`config.mk`:
```
export PLATFORM = sky130hd
export DESIGN_NAME = line_sensor_calibrate_position_top
export DESIGN_NICKNAME = d
export VERILOG_FILES = /design/src/rtl/core/lscp_pkg.sv /design/src/rtl/core/lscp_div.sv /design/src/rtl/core/lscp_lane.sv /design/src/rtl/core/line_sensor_calibrate_position_top.sv
export SDC_FILE = /design/constraint.sdc
export NUM_CORES = 2
export LEC_CHECK = 0
export BUFFER_PORTS_ARGS = -buffer_cell sky130_fd_sc_hd__buf_4
export CAP_MARGIN = 5
export CORE_MARGIN = 3
export CORE_UTILIZATION = 49
export DETAILED_ROUTE_END_ITERATION = 6
export PLACE_DENSITY = 0.66
export SYNTH_ARGS = -nofsm -noshare
export SYNTH_HDL_FRONTEND = slang
export SYNTH_SLANG_ARGS = --single-unit
```
`constraint.sdc`:
```
create_clock -name aclk -period 18.75 [get_ports aclk]
set_input_delay 3.75 -clock aclk [delete_from_list [all_inputs] [get_ports aclk]]
set_output_delay 3.75 -clock aclk [all_outputs]
set_load 0.05 [all_outputs]
```
`src/rtl/core/lscp_pkg.sv`:
```
`default_nettype none
package lscp_pkg;

    typedef enum logic [1:0] {
        CMD_CLEAR     = 2'd0,
        CMD_CALIBRATE = 2'd1,
        CMD_COMPUTE   = 2'd2,
        CMD_NOP       = 2'd3
    } cmd_t;

    typedef enum logic [2:0] {
        ST_IDLE,
        ST_LANE,
        ST_SUM,
        ST_DIV,
        ST_DONE,
        ST_OUT
    } state_t;

    localparam int unsigned FULL_SCALE  = 1000;
    localparam int unsigned WEIGHT_STEP = 100;
    localparam int unsigned CENTRE      = 200;
    localparam int unsigned SCALED_BITS = 10;
    localparam int unsigned POS_BITS    = 9;
    localparam int unsigned THR_BITS    = 10;
    localparam int unsigned EDGE_BITS   = 8;
    localparam int unsigned CFG_BITS    = 10;

    localparam logic CFG_LINE_THRESHOLD = 1'b0;
    localparam logic CFG_EDGE_POSITION  = 1'b1;

    typedef struct packed {
        logic start;
        logic clear;
        logic calibrate;
        logic compute;
    } lane_ctrl_t;

endpackage
`default_nettype wire

```
`src/rtl/core/lscp_div.sv`:
```
`default_nettype none
// Restoring divider, one quotient bit per cycle.
module lscp_div #(
    parameter int unsigned NUM_BITS = 20,
    parameter int unsigned DEN_BITS = 11
) (
    input  wire logic                aclk,
    input  wire logic                aresetn,
    input  wire logic                start,
    input  wire logic [NUM_BITS-1:0] num,
    input  wire logic [DEN_BITS-1:0] den,
    output logic                     done,
    output logic      [NUM_BITS-1:0] quot
);
    localparam int unsigned CNT_BITS = $clog2(NUM_BITS + 1);

    logic [NUM_BITS-1:0] quot_reg, quot_next;
    logic [DEN_BITS:0]   rem_reg, rem_next;
    logic [DEN_BITS-1:0] den_reg, den_next;
    logic [CNT_BITS-1:0] cnt_reg, cnt_next;
    logic                busy_reg, busy_next;
    logic                done_reg, done_next;
    logic [DEN_BITS:0]   trial;

    always_comb begin
        quot_next = quot_reg;
        rem_next  = rem_reg;
        den_next  = den_reg;
        cnt_next  = cnt_reg;
        busy_next = busy_reg;
        done_next = 1'b0;
        trial     = {rem_reg[DEN_BITS-1:0], quot_reg[NUM_BITS-1]};
        if (start) begin
            quot_next = num;
            rem_next  = '0;
            den_next  = den;
            cnt_next  = CNT_BITS'(NUM_BITS);
            busy_next = 1'b1;
        end else if (busy_reg) begin
            if (trial >= {1'b0, den_reg}) begin
                rem_next  = trial - {1'b0, den_reg};
                quot_next = {quot_reg[NUM_BITS-2:0], 1'b1};
            end else begin
                rem_next  = trial;
                quot_next = {quot_reg[NUM_BITS-2:0], 1'b0};
            end
            cnt_next = cnt_reg - 1'b1;
            if (cnt_reg == CNT_BITS'(1)) begin
                busy_next = 1'b0;
                done_next = 1'b1;
            end
        end
    end

    always_ff @(posedge aclk) begin
        quot_reg <= quot_next;
        rem_reg  <= rem_next;
        den_reg  <= den_next;
        cnt_reg  <= cnt_next;
        if (!aresetn) begin
            busy_reg <= 1'b0;
            done_reg <= 1'b0;
        end else begin
            busy_reg <= busy_next;
            done_reg <= done_next;
        end
    end

    assign done = done_reg;
    assign quot = quot_reg;
endmodule
`default_nettype wire

```
`src/rtl/core/lscp_lane.sv`:
```
`default_nettype none
// One sensor channel: holds its calibration range and scales a sample.
// The scaling division runs bit-serially through the lane's own divider.
module lscp_lane #(
    parameter int unsigned SAMPLE_BITS = 10
) (
    input  wire logic                    aclk,
    input  wire logic                    aresetn,
    input  wire lscp_pkg::lane_ctrl_t    ctrl,
    input  wire logic [SAMPLE_BITS-1:0]  sample,
    output logic                         done,
    output logic [lscp_pkg::SCALED_BITS-1:0] scaled
);
    localparam int unsigned RB = SAMPLE_BITS + 1;
    localparam int unsigned NB = SAMPLE_BITS + 10;

    logic [RB-1:0] max_reg, min_reg;
    logic [RB-1:0] clamped, span;
    logic          zero_span_reg;
    logic          div_done, fast_reg;
    logic [NB-1:0] prod, quot;
    logic [NB-1:0] prod_reg;
    logic [RB-1:0] span_reg;
    logic          div_start_reg;
    logic [lscp_pkg::SCALED_BITS-1:0] scaled_reg;
    logic          done_reg;

    always_comb begin
        clamped = {1'b0, sample};
        if (clamped < min_reg) clamped = min_reg;
        if (clamped > max_reg) clamped = max_reg;
        span = max_reg - min_reg;
        prod = NB'(clamped - min_reg) * NB'(lscp_pkg::FULL_SCALE);
    end

    always_ff @(posedge aclk) begin
        if (!aresetn) begin
            max_reg <= '0;
            min_reg <= RB'(1) << SAMPLE_BITS;
            div_start_reg <= 1'b0;
            fast_reg <= 1'b0;
            done_reg <= 1'b0;
        end else begin
            div_start_reg <= 1'b0;
            fast_reg <= 1'b0;
            done_reg <= 1'b0;
            if (ctrl.start && ctrl.clear) begin
                max_reg <= '0;
                min_reg <= RB'(1) << SAMPLE_BITS;
            end
            if (ctrl.start && ctrl.calibrate) begin
                if ({1'b0, sample} > max_reg) max_reg <= {1'b0, sample};
                if ({1'b0, sample} < min_reg) min_reg <= {1'b0, sample};
            end
            if (ctrl.start && ctrl.compute) begin
                if (min_reg >= max_reg) fast_reg <= 1'b1;
                else div_start_reg <= 1'b1;
            end
            if (fast_reg || div_done) done_reg <= 1'b1;
        end
        if (ctrl.start) begin
            zero_span_reg <= min_reg == max_reg;
            prod_reg      <= prod;
            span_reg      <= span;
        end
        if (fast_reg)
            scaled_reg <= zero_span_reg ? lscp_pkg::SCALED_BITS'(lscp_pkg::FULL_SCALE) : '0;
        else if (div_done)
            scaled_reg <= lscp_pkg::SCALED_BITS'(NB'(lscp_pkg::FULL_SCALE) - quot);
    end

    lscp_div #(.NUM_BITS(NB), .DEN_BITS(RB)) u_div (
        .aclk(aclk), .aresetn(aresetn), .start(div_start_reg),
        .num(prod_reg), .den(span_reg), .done(div_done), .quot(quot)
    );

    assign done   = done_reg;
    assign scaled = scaled_reg;
endmodule
`default_nettype wire

```
`src/rtl/core/line_sensor_calibrate_position_top.sv`:
```
`default_nettype none
// Line sensor calibration and line position.
// Input channel s_*: a command and one raw sample per sensor. Clear resets
// every channel range, calibrate widens them, compute scales every sample to
// 0..1000 (inverted) and reports the weighted centroid minus 200, or the signed edge position when the line is lost.
// Output channel m_*: one result per request, holding position, line_found
// and the scaled values (zero unless computing).
// Configuration: cfg_we, cfg_index, cfg_data; index 0 is line_threshold,
// index 1 edge_position. Write only while idle.
// Sequencing: clear, calibrate and the unused command go from idle through
// ST_DONE to ST_OUT, where m_valid rises. Compute runs one bit-serial divider per
// lane in parallel, sums the lanes one per cycle and then runs the centroid
// divider, which is skipped when the line is lost. One request is in flight
// at a time; s_ready returns in the cycle after the result is taken.
// Reset restores threshold 300, edge 190, empty ranges and position 0.
// When the receiver stalls, the result holds in m_* and no request is taken.
module line_sensor_calibrate_position_top #(
    parameter int unsigned SENSOR_COUNT = 5,
    parameter int unsigned SAMPLE_BITS  = 10
) (
    input  wire logic                   aclk,
    input  wire logic                   aresetn,
    input  wire logic                   cfg_we,
    input  wire logic                   cfg_index,
    input  wire logic [lscp_pkg::CFG_BITS-1:0] cfg_data,
    input  wire logic                   s_valid,
    output logic                        s_ready,
    input  wire logic [1:0]             s_cmd,
    input  wire logic [SAMPLE_BITS-1:0] s_sample [SENSOR_COUNT],
    output logic                        m_valid,
    input  wire logic                   m_ready,
    output logic signed [lscp_pkg::POS_BITS-1:0] m_position,
    output logic                        m_line_found,
    output logic [lscp_pkg::SCALED_BITS-1:0] m_scaled [SENSOR_COUNT]
);
    localparam int unsigned SB  = lscp_pkg::SCALED_BITS;
    localparam int unsigned WMAX = (SENSOR_COUNT - 1) * lscp_pkg::WEIGHT_STEP;
    localparam int unsigned NUMB = $clog2(SENSOR_COUNT * 1000 * WMAX + 1);
    localparam int unsigned DENB = $clog2(SENSOR_COUNT * 1000 + 1);
    localparam int unsigned IB  = (SENSOR_COUNT > 1) ? $clog2(SENSOR_COUNT) : 1;

    lscp_pkg::state_t state_reg, state_next;
    lscp_pkg::cmd_t   cmd_reg;
    lscp_pkg::lane_ctrl_t ctrl;
    logic [lscp_pkg::THR_BITS-1:0]  thr_reg;
    logic [lscp_pkg::EDGE_BITS-1:0] edge_reg;
    logic signed [lscp_pkg::POS_BITS-1:0] last_reg;
    logic [SENSOR_COUNT-1:0] lane_done;
    logic [SENSOR_COUNT-1:0] done_reg;
    logic [SB-1:0] scaled [SENSOR_COUNT];
    logic [NUMB-1:0] num_reg;
    logic [DENB-1:0] den_reg;
    logic hit_reg;
    logic [IB-1:0] idx_reg;
    logic div_start, div_done;
    logic [NUMB-1:0] quot;
    logic signed [NUMB+1:0] pos_full;
    logic out_valid_reg;
    logic found_reg;
    logic [SB-1:0] out_scaled_reg [SENSOR_COUNT];
    logic [NUMB-1:0] term;
    logic [DENB-1:0] den_all;
    logic hit_all;

    assign s_ready = (state_reg == lscp_pkg::ST_IDLE);

    always_comb begin
        ctrl.start     = s_valid && s_ready;
        ctrl.clear     = s_cmd == lscp_pkg::CMD_CLEAR;
        ctrl.calibrate = s_cmd == lscp_pkg::CMD_CALIBRATE;
        ctrl.compute   = s_cmd == lscp_pkg::CMD_COMPUTE;
    end

    for (genvar g = 0; g < SENSOR_COUNT; g++) begin : g_lane
        lscp_lane #(.SAMPLE_BITS(SAMPLE_BITS)) u_lane (
            .aclk(aclk), .aresetn(aresetn), .ctrl(ctrl), .sample(s_sample[g]),
            .done(lane_done[g]), .scaled(scaled[g])
        );
    end

    // Merging stage: weighted sum goes one lane per cycle.
    assign term = NUMB'(scaled[idx_reg]) * NUMB'(WMAX / (SENSOR_COUNT - 1)) * NUMB'(idx_reg);
    // The last lane's value is folded in here so the decision sees every lane.
    assign den_all = den_reg + DENB'(scaled[idx_reg]);
    assign hit_all = hit_reg || (scaled[idx_reg] >= thr_reg);
    assign div_start = (state_reg == lscp_pkg::ST_SUM) &&
                       (idx_reg == IB'(SENSOR_COUNT - 1)) && hit_all && (den_all != '0);

    lscp_div #(.NUM_BITS(NUMB), .DEN_BITS(DENB)) u_cdiv (
        .aclk(aclk), .aresetn(aresetn), .start(div_start),
        .num(num_reg + term), .den(den_all),
        .done(div_done), .quot(quot)
    );

    assign pos_full = $signed({2'b00, quot}) - (NUMB+2)'(lscp_pkg::CENTRE);

    always_comb begin
        state_next = state_reg;
        case (state_reg)
            lscp_pkg::ST_IDLE: if (ctrl.start)
                state_next = ctrl.compute ? lscp_pkg::ST_LANE : lscp_pkg::ST_DONE;
            lscp_pkg::ST_LANE: if (&(done_reg | lane_done)) state_next = lscp_pkg::ST_SUM;
            lscp_pkg::ST_SUM: if (idx_reg == IB'(SENSOR_COUNT - 1))
                state_next = div_start ? lscp_pkg::ST_DIV : lscp_pkg::ST_DONE;
            lscp_pkg::ST_DIV: if (div_done) state_next = lscp_pkg::ST_DONE;
            lscp_pkg::ST_DONE: state_next = lscp_pkg::ST_OUT;
            lscp_pkg::ST_OUT: if (m_ready) state_next = lscp_pkg::ST_IDLE;
            default: state_next = lscp_pkg::ST_IDLE;
        endcase
    end

    always_ff @(posedge aclk) begin
        if (!aresetn) begin
            state_reg <= lscp_pkg::ST_IDLE;
            thr_reg   <= lscp_pkg::THR_BITS'(300);
            edge_reg  <= lscp_pkg::EDGE_BITS'(190);
            last_reg  <= '0;
            out_valid_reg <= 1'b0;
            done_reg  <= '0;
        end else begin
            state_reg <= state_next;
            if (cfg_we) begin
                if (cfg_index == lscp_pkg::CFG_LINE_THRESHOLD) thr_reg <= cfg_data;
                else edge_reg <= cfg_data[lscp_pkg::EDGE_BITS-1:0];
            end
            if (state_reg == lscp_pkg::ST_LANE) done_reg <= done_reg | lane_done;
            else done_reg <= '0;
            if (state_reg == lscp_pkg::ST_DONE) begin
                out_valid_reg <= 1'b1;
                if (cmd_reg == lscp_pkg::CMD_COMPUTE) begin
                    if (found_reg) begin
                        if (pos_full > 255) last_reg <= 9'sd255;
                        else if (pos_full < -256) last_reg <= -9'sd256;
                        else last_reg <= pos_full[lscp_pkg::POS_BITS-1:0];
                    end else if (last_reg > 0) begin
                        last_reg <= $signed({1'b0, edge_reg});
                    end else begin
                        last_reg <= -$signed({1'b0, edge_reg});
                    end
                end
            end
            if (out_valid_reg && m_ready) out_valid_reg <= 1'b0;
        end
        if (ctrl.start) begin
            cmd_reg <= lscp_pkg::cmd_t'(s_cmd);
            num_reg <= '0;
            den_reg <= '0;
            hit_reg <= 1'b0;
            idx_reg <= '0;
            found_reg <= 1'b0;
        end
        if (state_reg == lscp_pkg::ST_SUM) begin
            num_reg <= num_reg + term;
            den_reg <= den_all;
            hit_reg <= hit_all;
            if (idx_reg != IB'(SENSOR_COUNT - 1)) idx_reg <= idx_reg + 1'b1;
            found_reg <= div_start;
        end
        if (state_reg == lscp_pkg::ST_DONE) begin
            for (int i = 0; i < SENSOR_COUNT; i++)
                out_scaled_reg[i] <= (cmd_reg == lscp_pkg::CMD_COMPUTE) ? scaled[i] : '0;
        end
    end

    assign m_valid      = out_valid_reg;
    assign m_position   = last_reg;
    assign m_line_found = found_reg && (cmd_reg == lscp_pkg::CMD_COMPUTE);
    assign m_scaled     = out_scaled_reg;

    a_ready_idle: assert property (@(posedge aclk) disable iff (!aresetn)
        s_ready |-> !m_valid) else $error("request taken while result pending");
    a_valid_out: assert property (@(posedge aclk) disable iff (!aresetn)
        m_valid |-> state_reg == lscp_pkg::ST_OUT) else $error("result outside output state");
    a_found_cmd: assert property (@(posedge aclk) disable iff (!aresetn)
        (m_valid && m_line_found) |-> cmd_reg == lscp_pkg::CMD_COMPUTE)
        else $error("line found without compute");
endmodule
`default_nettype wire

```
## After elaboration in Yosys (flattened, before gate mapping)

Cells that the tools add are included.

- Flip-flop bits (word level): 746
- Bits of input ports: 68
- Logic and storage cells: 396

- $add $sub $neg: 32
- Multiply operators: 7
- $lt $le $gt $ge: 31
- Equal/unequal tests: 26
- Multiplexer cells: 143
- Bitwise operators: 10
- Reduce and logical (&&, ||, !) cells: 44

Operators by type and width:

| kind | number |
|---|---|
| 11-bit two-way mux | 45 |
| 20-bit two-way mux | 10 |
| 10-bit two-way mux | 17 |
| 11-bit subtractor | 10 |
| 20-bit by 7-bit multiplier with 17-bit output (second input constant) | 5 |
| 21-bit two-way mux | 4 |
| 12-bit by 11-bit greater-or-equal comparator with 1-bit output | 5 |
| 11-bit by 11-bit subtractor with 12-bit output | 5 |
| 11-bit == test | 5 |
| 11-bit greater-or-equal comparator | 5 |
| 10-bit by 11-bit greater-than comparator with 1-bit output | 5 |
| 11-bit greater-than comparator | 5 |
| 10-bit by 11-bit < comparator with 1-bit output | 5 |
| 10-bit subtractor (first input constant) | 5 |
| 1-bit two-way mux | 48 |
| 13-bit two-way mux | 3 |
| 9-bit two-way mux | 4 |
| 10-bit binary-select mux with 3-bit select | 1 |
| 5-bit by 1-bit == test with 1-bit output (second input constant) | 6 |
| 3-bit two-way mux | 10 |
| 5-bit by 1-bit subtractor with 5-bit output (second input constant) | 6 |
| 2-bit nonzero test | 12 |
| 22-bit by 9-bit greater-than comparator with 1-bit output (second input constant) | 1 |
| 22-bit by 9-bit < comparator with 1-bit output (second input constant) | 1 |
| other kinds (33) | 70 |

## Logic depth before layout (Yosys ltp)

- Word-level depth: 11
- Depth in mapped cells: 52
- Mapped depth without buffers: 50

## Cells and area by module

A second synthesis with hierarchy kept.

- Cell total of the unflattened synthesis: 5646
- Area, all modules: 56854.5 um^2

Modules (own cells, without submodules):

| module | times used | cells an instance | area each (um^2) |
|---|---|---|---|
| lscp_div at g_lane[1].u_lane.u_div ... | 4 | 223 | 2566.2 |
| line_sensor_calibrate_position_top | 1 | 1045 | 9555.4 |
| lscp_lane at g_lane[0].u_lane | 1 | 659 | 6394.9 |
| lscp_lane at g_lane[3].u_lane | 1 | 638 | 6353.6 |
| lscp_lane at g_lane[2].u_lane | 1 | 657 | 6332.3 |
| lscp_lane at g_lane[1].u_lane | 1 | 657 | 6326.1 |
| lscp_lane at g_lane[4].u_lane | 1 | 626 | 6213.5 |
| lscp_div at u_cdiv | 1 | 250 | 2852.7 |
| lscp_div at g_lane[0].u_lane.u_div | 1 | 222 | 2561.2 |

## Worst setup path before layout

Ideal clock, no wire load.

- Path kind: input to register
- Start: in s_sample[41] (netlist name)
- End: reg g_lane[0].u_lane.prod_reg[19] (data pin)
- Setup time: 260 ps
- Arrival time: 12273 ps
- Data required time: 18490 ps
- Setup slack: 6217 ps
- Cell stages on the path: 45
- Buffers on the path: 2
- Cell sequence: ha_1 -> a21o_1 -> a21o_1 -> a21oi_1 -> o21ai_0 -> a311oi_1 -> nor3_1 -> clkbuf_1 -> nand2_1 -> o21ai_0 -> ha_1 -> nor2b_1 -> o21a_1 -> o21ai_0 -> nand2b_1 -> a21oi_1 -> o21ai_0 -> nand3_1 -> [... 9 more ...] -> o21ai_0 -> nand2b_1 -> a21oi_1 -> xnor2_1 -> inv_1 -> ha_1 -> inv_1 -> fa_1 -> fa_1 -> inv_1 -> fa_1 -> ha_1 -> nor2b_1 -> o21a_1 -> or4_1 -> o311ai_0 -> o21ai_0 -> xnor2_1

- Longest elaborated chain between the ends: 6

Ends and longest elaborated chain:

| item | RTL line | RTL |
|---|---|---|
| from (decl) | line_sensor_calibrate_position_top.sv:29 | `input wire logic [SAMPLE_BITS-1:0] s_sample [SENSOR_COUNT],` |
| 10-bit by 11-bit < comparator with 1-bit output | lscp_lane.sv:30 | `if (clamped < min_reg) clamped = min_reg;` |
| 11-bit two-way mux * | lscp_lane.sv:30 |  |
| 11-bit greater-than comparator | lscp_lane.sv:31 | `if (clamped > max_reg) clamped = max_reg;` |
| 11-bit two-way mux * | lscp_lane.sv:31 |  |
| 11-bit by 11-bit subtractor with 12-bit output * | lscp_lane.sv:33 | `prod = NB'(clamped - min_reg) * NB'(lscp_pkg::FULL_SCALE);` |
| 20-bit by 7-bit multiplier with 17-bit output * | lscp_lane.sv:33 |  |
| named net g_lane[0].u_lane.prod[19] | lscp_lane.sv:21 | `logic [NB-1:0] prod, quot;` |
| to (signal assigned) | lscp_lane.sv:63 | `prod_reg <= prod;` |
| to (decl) | lscp_lane.sv:22 | `logic [NB-1:0] prod_reg;` |

Mark *: on every way through the listed nets, which the timed path passes. The rest lies on a longest branch.
A chain may end at the register's enable or synchronous reset.

## Worst setup path in the final report

- Start: in s_sample[11] (netlist name)
- End: reg g_lane[3].u_lane.prod_reg[19] (data pin)

- Longest elaborated chain between the ends: 6

Ends and longest elaborated chain:

| item | RTL line |
|---|---|
| 10-bit by 11-bit < comparator with 1-bit output | lscp_lane.sv:30 |
| 11-bit two-way mux * | lscp_lane.sv:30 |
| 11-bit greater-than comparator | lscp_lane.sv:31 |
| 11-bit two-way mux * | lscp_lane.sv:31 |
| 11-bit by 11-bit subtractor with 12-bit output * | lscp_lane.sv:33 |
| 20-bit by 7-bit multiplier with 17-bit output * | lscp_lane.sv:33 |
| named net g_lane[3].u_lane.prod[19] | lscp_lane.sv:21 |
| to (signal assigned) | lscp_lane.sv:63 |
| to (decl) | lscp_lane.sv:22 |

Marks and branches as above.

==> results.cfg <==
[run_status]
outcome = finished, violations left
failed_checks = DRC

[cells_and_area]
largest_reg_flops = 100
final_common_cell = inv_1
area_delta_synth_final_pct = 10.3
most-common-layout-cells = inv_1, ha_1, edfxtp_1
drive_above_1_share_pct = 9.43
final_net_count = 6399
stdcell_count = 7008

[clock_tree]
clockBufferDepth = 3
hold_buffers = 0
cts_setup_buffers = 0
cts_tree = yes
cts_made_buffers = 86
cts.clk_slew.worst_paths_ps = 60
clock_sinks = 744
ctsResizeCount = 0
clk_latency_ps = 670
h-tree-depth = 3
cts-root-buf = clkbuf_16

[sta]
final.min_clock_period_ps = 12990
hold_viol_final = 0
setup_tns_ps = 0
rsz0062_at_grt = no
report.final.slew_viol_count = 0
tightest_slew_ps = 1200
finClkSkew_ps = 33.2
relSlewSlack_pct = 19.6
max_freq_ghz = 0.0770
finalCritPeriodShare_pct = 69.3
setup_violations = 0

[logic_synthesis]
ys_seq_area_share_pct = 36.8
ys_ff_latch = 744
synth_edf_count = 470
synthCells = 5431
synth_top_area_cell = edfxtp_1
syn_nets = 6302
synth_top_cell_area_share_pct = 26.5
ys.warnings.count = 0
synth_cell_types = 84
ys.flop_type = edfxtp_1
syn_area_mm2 = 0.0532
synth_area_leaders = edfxtp_1, ha_1, dfxtp_1
synthArstFlopShare_pct = 0
avgSynthCellArea_um2 = 9.80

[global_routing]
grt_pass1_wl_mm = 194
grt-busiest-layer = met2
grt_usage_pct = 21.2
grtUsageMet2_pct = 33.6
grt_pass1_vias = 37125
grt-ovfl-total = 0
grt_use_met1_pct = 29.9
grt_max_degree = 105
use_met3_pct = 3.41
antenna_found_initial = 10

[critical_path]
arrival_ps = 13380
startpoint = s_sample[11]
cp_slowest_stage_delay_ps = 870
r2r_cells = 41
cp.required_ps = 19140
crit_end = g_lane[3].u_lane.prod_reg[19]
r2r-start = g_lane[3].u_lane.min_reg[1]
path_class = input port to flop
crit_path_max_fanout = 21
timing.rr.end = g_lane[3].u_lane.prod_reg[19]
cp-end-kind = flop
crit_top_cell = o21ai_0
r2r_slack_ps = 8280
slowest_stage = nor3_2
start_kind = input port

[detailed_routing]
routed_via_density = 5.38
vias = 37691
final_antenna_net_count = 0
drc = 2
drtIter0Drc = 2224
avgRoutedWirePerCell_um = 17.0
firstDrtPassIters = 7
routed_wl_mm = 119

[die]
core_area_mm2 = 0.107
die_height_um = 336
row_count = 120
fp.dieW_um = 336
dieArea_mm2 = 0.113
io-pin-count = 130
start_util_pct = 49.6

[min_path]
hold_class = flop to flop

[placement]
dp_hpwl_mm = 91.1
dp_cells = 6843
io_buffers = 129
gp_congestion = 0.895

[flow_run]
drv_cap = 0
## how the worst min path moves through the flow
stage | endpoint | startpoint | cells after the start | slack, ps
finish | g_lane[3].u_lane.u_div.den_reg[3] | g_lane[3].u_lane.span_reg[3] | 0 | 420
global route | g_lane[4].u_lane.u_div.den_reg[1] | g_lane[4].u_lane.span_reg[1] | 0 | 420
CTS | g_lane[4].u_lane.u_div.den_reg[2] | g_lane[4].u_lane.span_reg[2] | 0 | 420
detailed placement | g_lane[1].u_lane.u_div.den_reg[4] | g_lane[1].u_lane.span_reg[4] | 0 | 400
global placement | g_lane[4].u_lane.u_div.den_reg[7] | g_lane[4].u_lane.span_reg[7] | 0 | 400
floorplan | g_lane[0].u_lane.u_div.den_reg[0] | g_lane[0].u_lane.span_reg[0] | 0 | 400
## worst max-delay path, delay by kind of cell
kind	cells	cell delay [ps]
AO/OA/AOI/OAI	18	3120
XOR/XNOR	2	650
adder cells (fa/ha/maj)	8	3220
buffers and inverters	4	320
multiplexers	1	420
AND/OR/NAND/NOR	8	1920
## per-stage QoR
step | hold WS (ps) | utilization [%] | instance area, um^2 | setup WS, ps
5_1_grt | 422 | 54.7 | 58700 | 4970
3_5_place_dp | 405 | 51.9 | 55700 | 5160
6_report | 416 | 54.7 | 58700 | 5760
3_3_place_gp | 401 | 51.9 | 55700 | 5300
2_1_floorplan | 400 | - | 53200 | 6220
4_1_cts | 415 | 54.7 | 58700 | 5830
## kinds of logic (layout without fill, tap and decap cells)
kind of cell / after synthesis / in the layout / share of synthesized area, %
buffers and inverters: 827 / 997 / 5.91
DFF: 744 / 744 / 36.8
adders and majority gates: 807 / 807 / 22.0
xor gates and xnor gates: 353 / 353 / 5.81
AOI/OAI and AO/OA: 1043 / 1043 / 12.1
and+or+nand+nor: 1472 / 1472 / 13.4
muxes: 185 / 185 / 3.96
other: 0 / 4 / 0
## cell type report
type / count / area [um^2]
fill: 9513 / 48700
tap: 1403 / 1760
antenna: 4 / 10.0
multi-input combinational: 3860 / 30600
inverter: 681 / 2560
sequential: 744 / 19600
clock inverter: 57 / 704
timing repair buffer: 155 / 1160
clock buffer: 104 / 2300
## layer usage
| metal | wire [um] | up-vias |
|---|---|---|
| met5 | 0 | - |
| met4 | 3100 | 0 |
| met3 | 6040 | 173 |
| met2 | 52900 | 734 |
| met1 | 57000 | 17835 |
| li1 | - | 18949 |
## Yosys cell counts, types with 5 or more instances
cell / instances
a2111oi_0: 17
a211oi_1: 47
a21boi_0: 25
a21o_1: 93
a21oi_1: 343
a22oi_1: 5
a311oi_1: 7
a31oi_1: 19
and2_1: 94
and3_1: 23
buf_1: 24
buf_2: 16
clkbuf_1: 103
dfxtp_1: 274
edfxtp_1: 470
fa_1: 214
ha_1: 589
inv_1: 681
mux2_2: 147
mux2i_1: 30
nand2_1: 415
nand2b_1: 93
nand3_1: 112
nand4_1: 43
nor2_1: 350
nor2b_1: 112
nor3_1: 88
nor4_1: 18
nor4b_1: 7
o211ai_1: 21
o21a_1: 58
o21ai_0: 283
o21bai_1: 15
o221a_2: 6
o31a_1: 27
o31ai_1: 14
o32ai_1: 7
o41ai_1: 7
or2_2: 29
or3_1: 63
or4_1: 7
xnor2_1: 252
xor2_1: 101
Power is left out: the tool's default activity adds up to more than one toggle a clock period on the data nets, which glitch-free logic cannot reach.
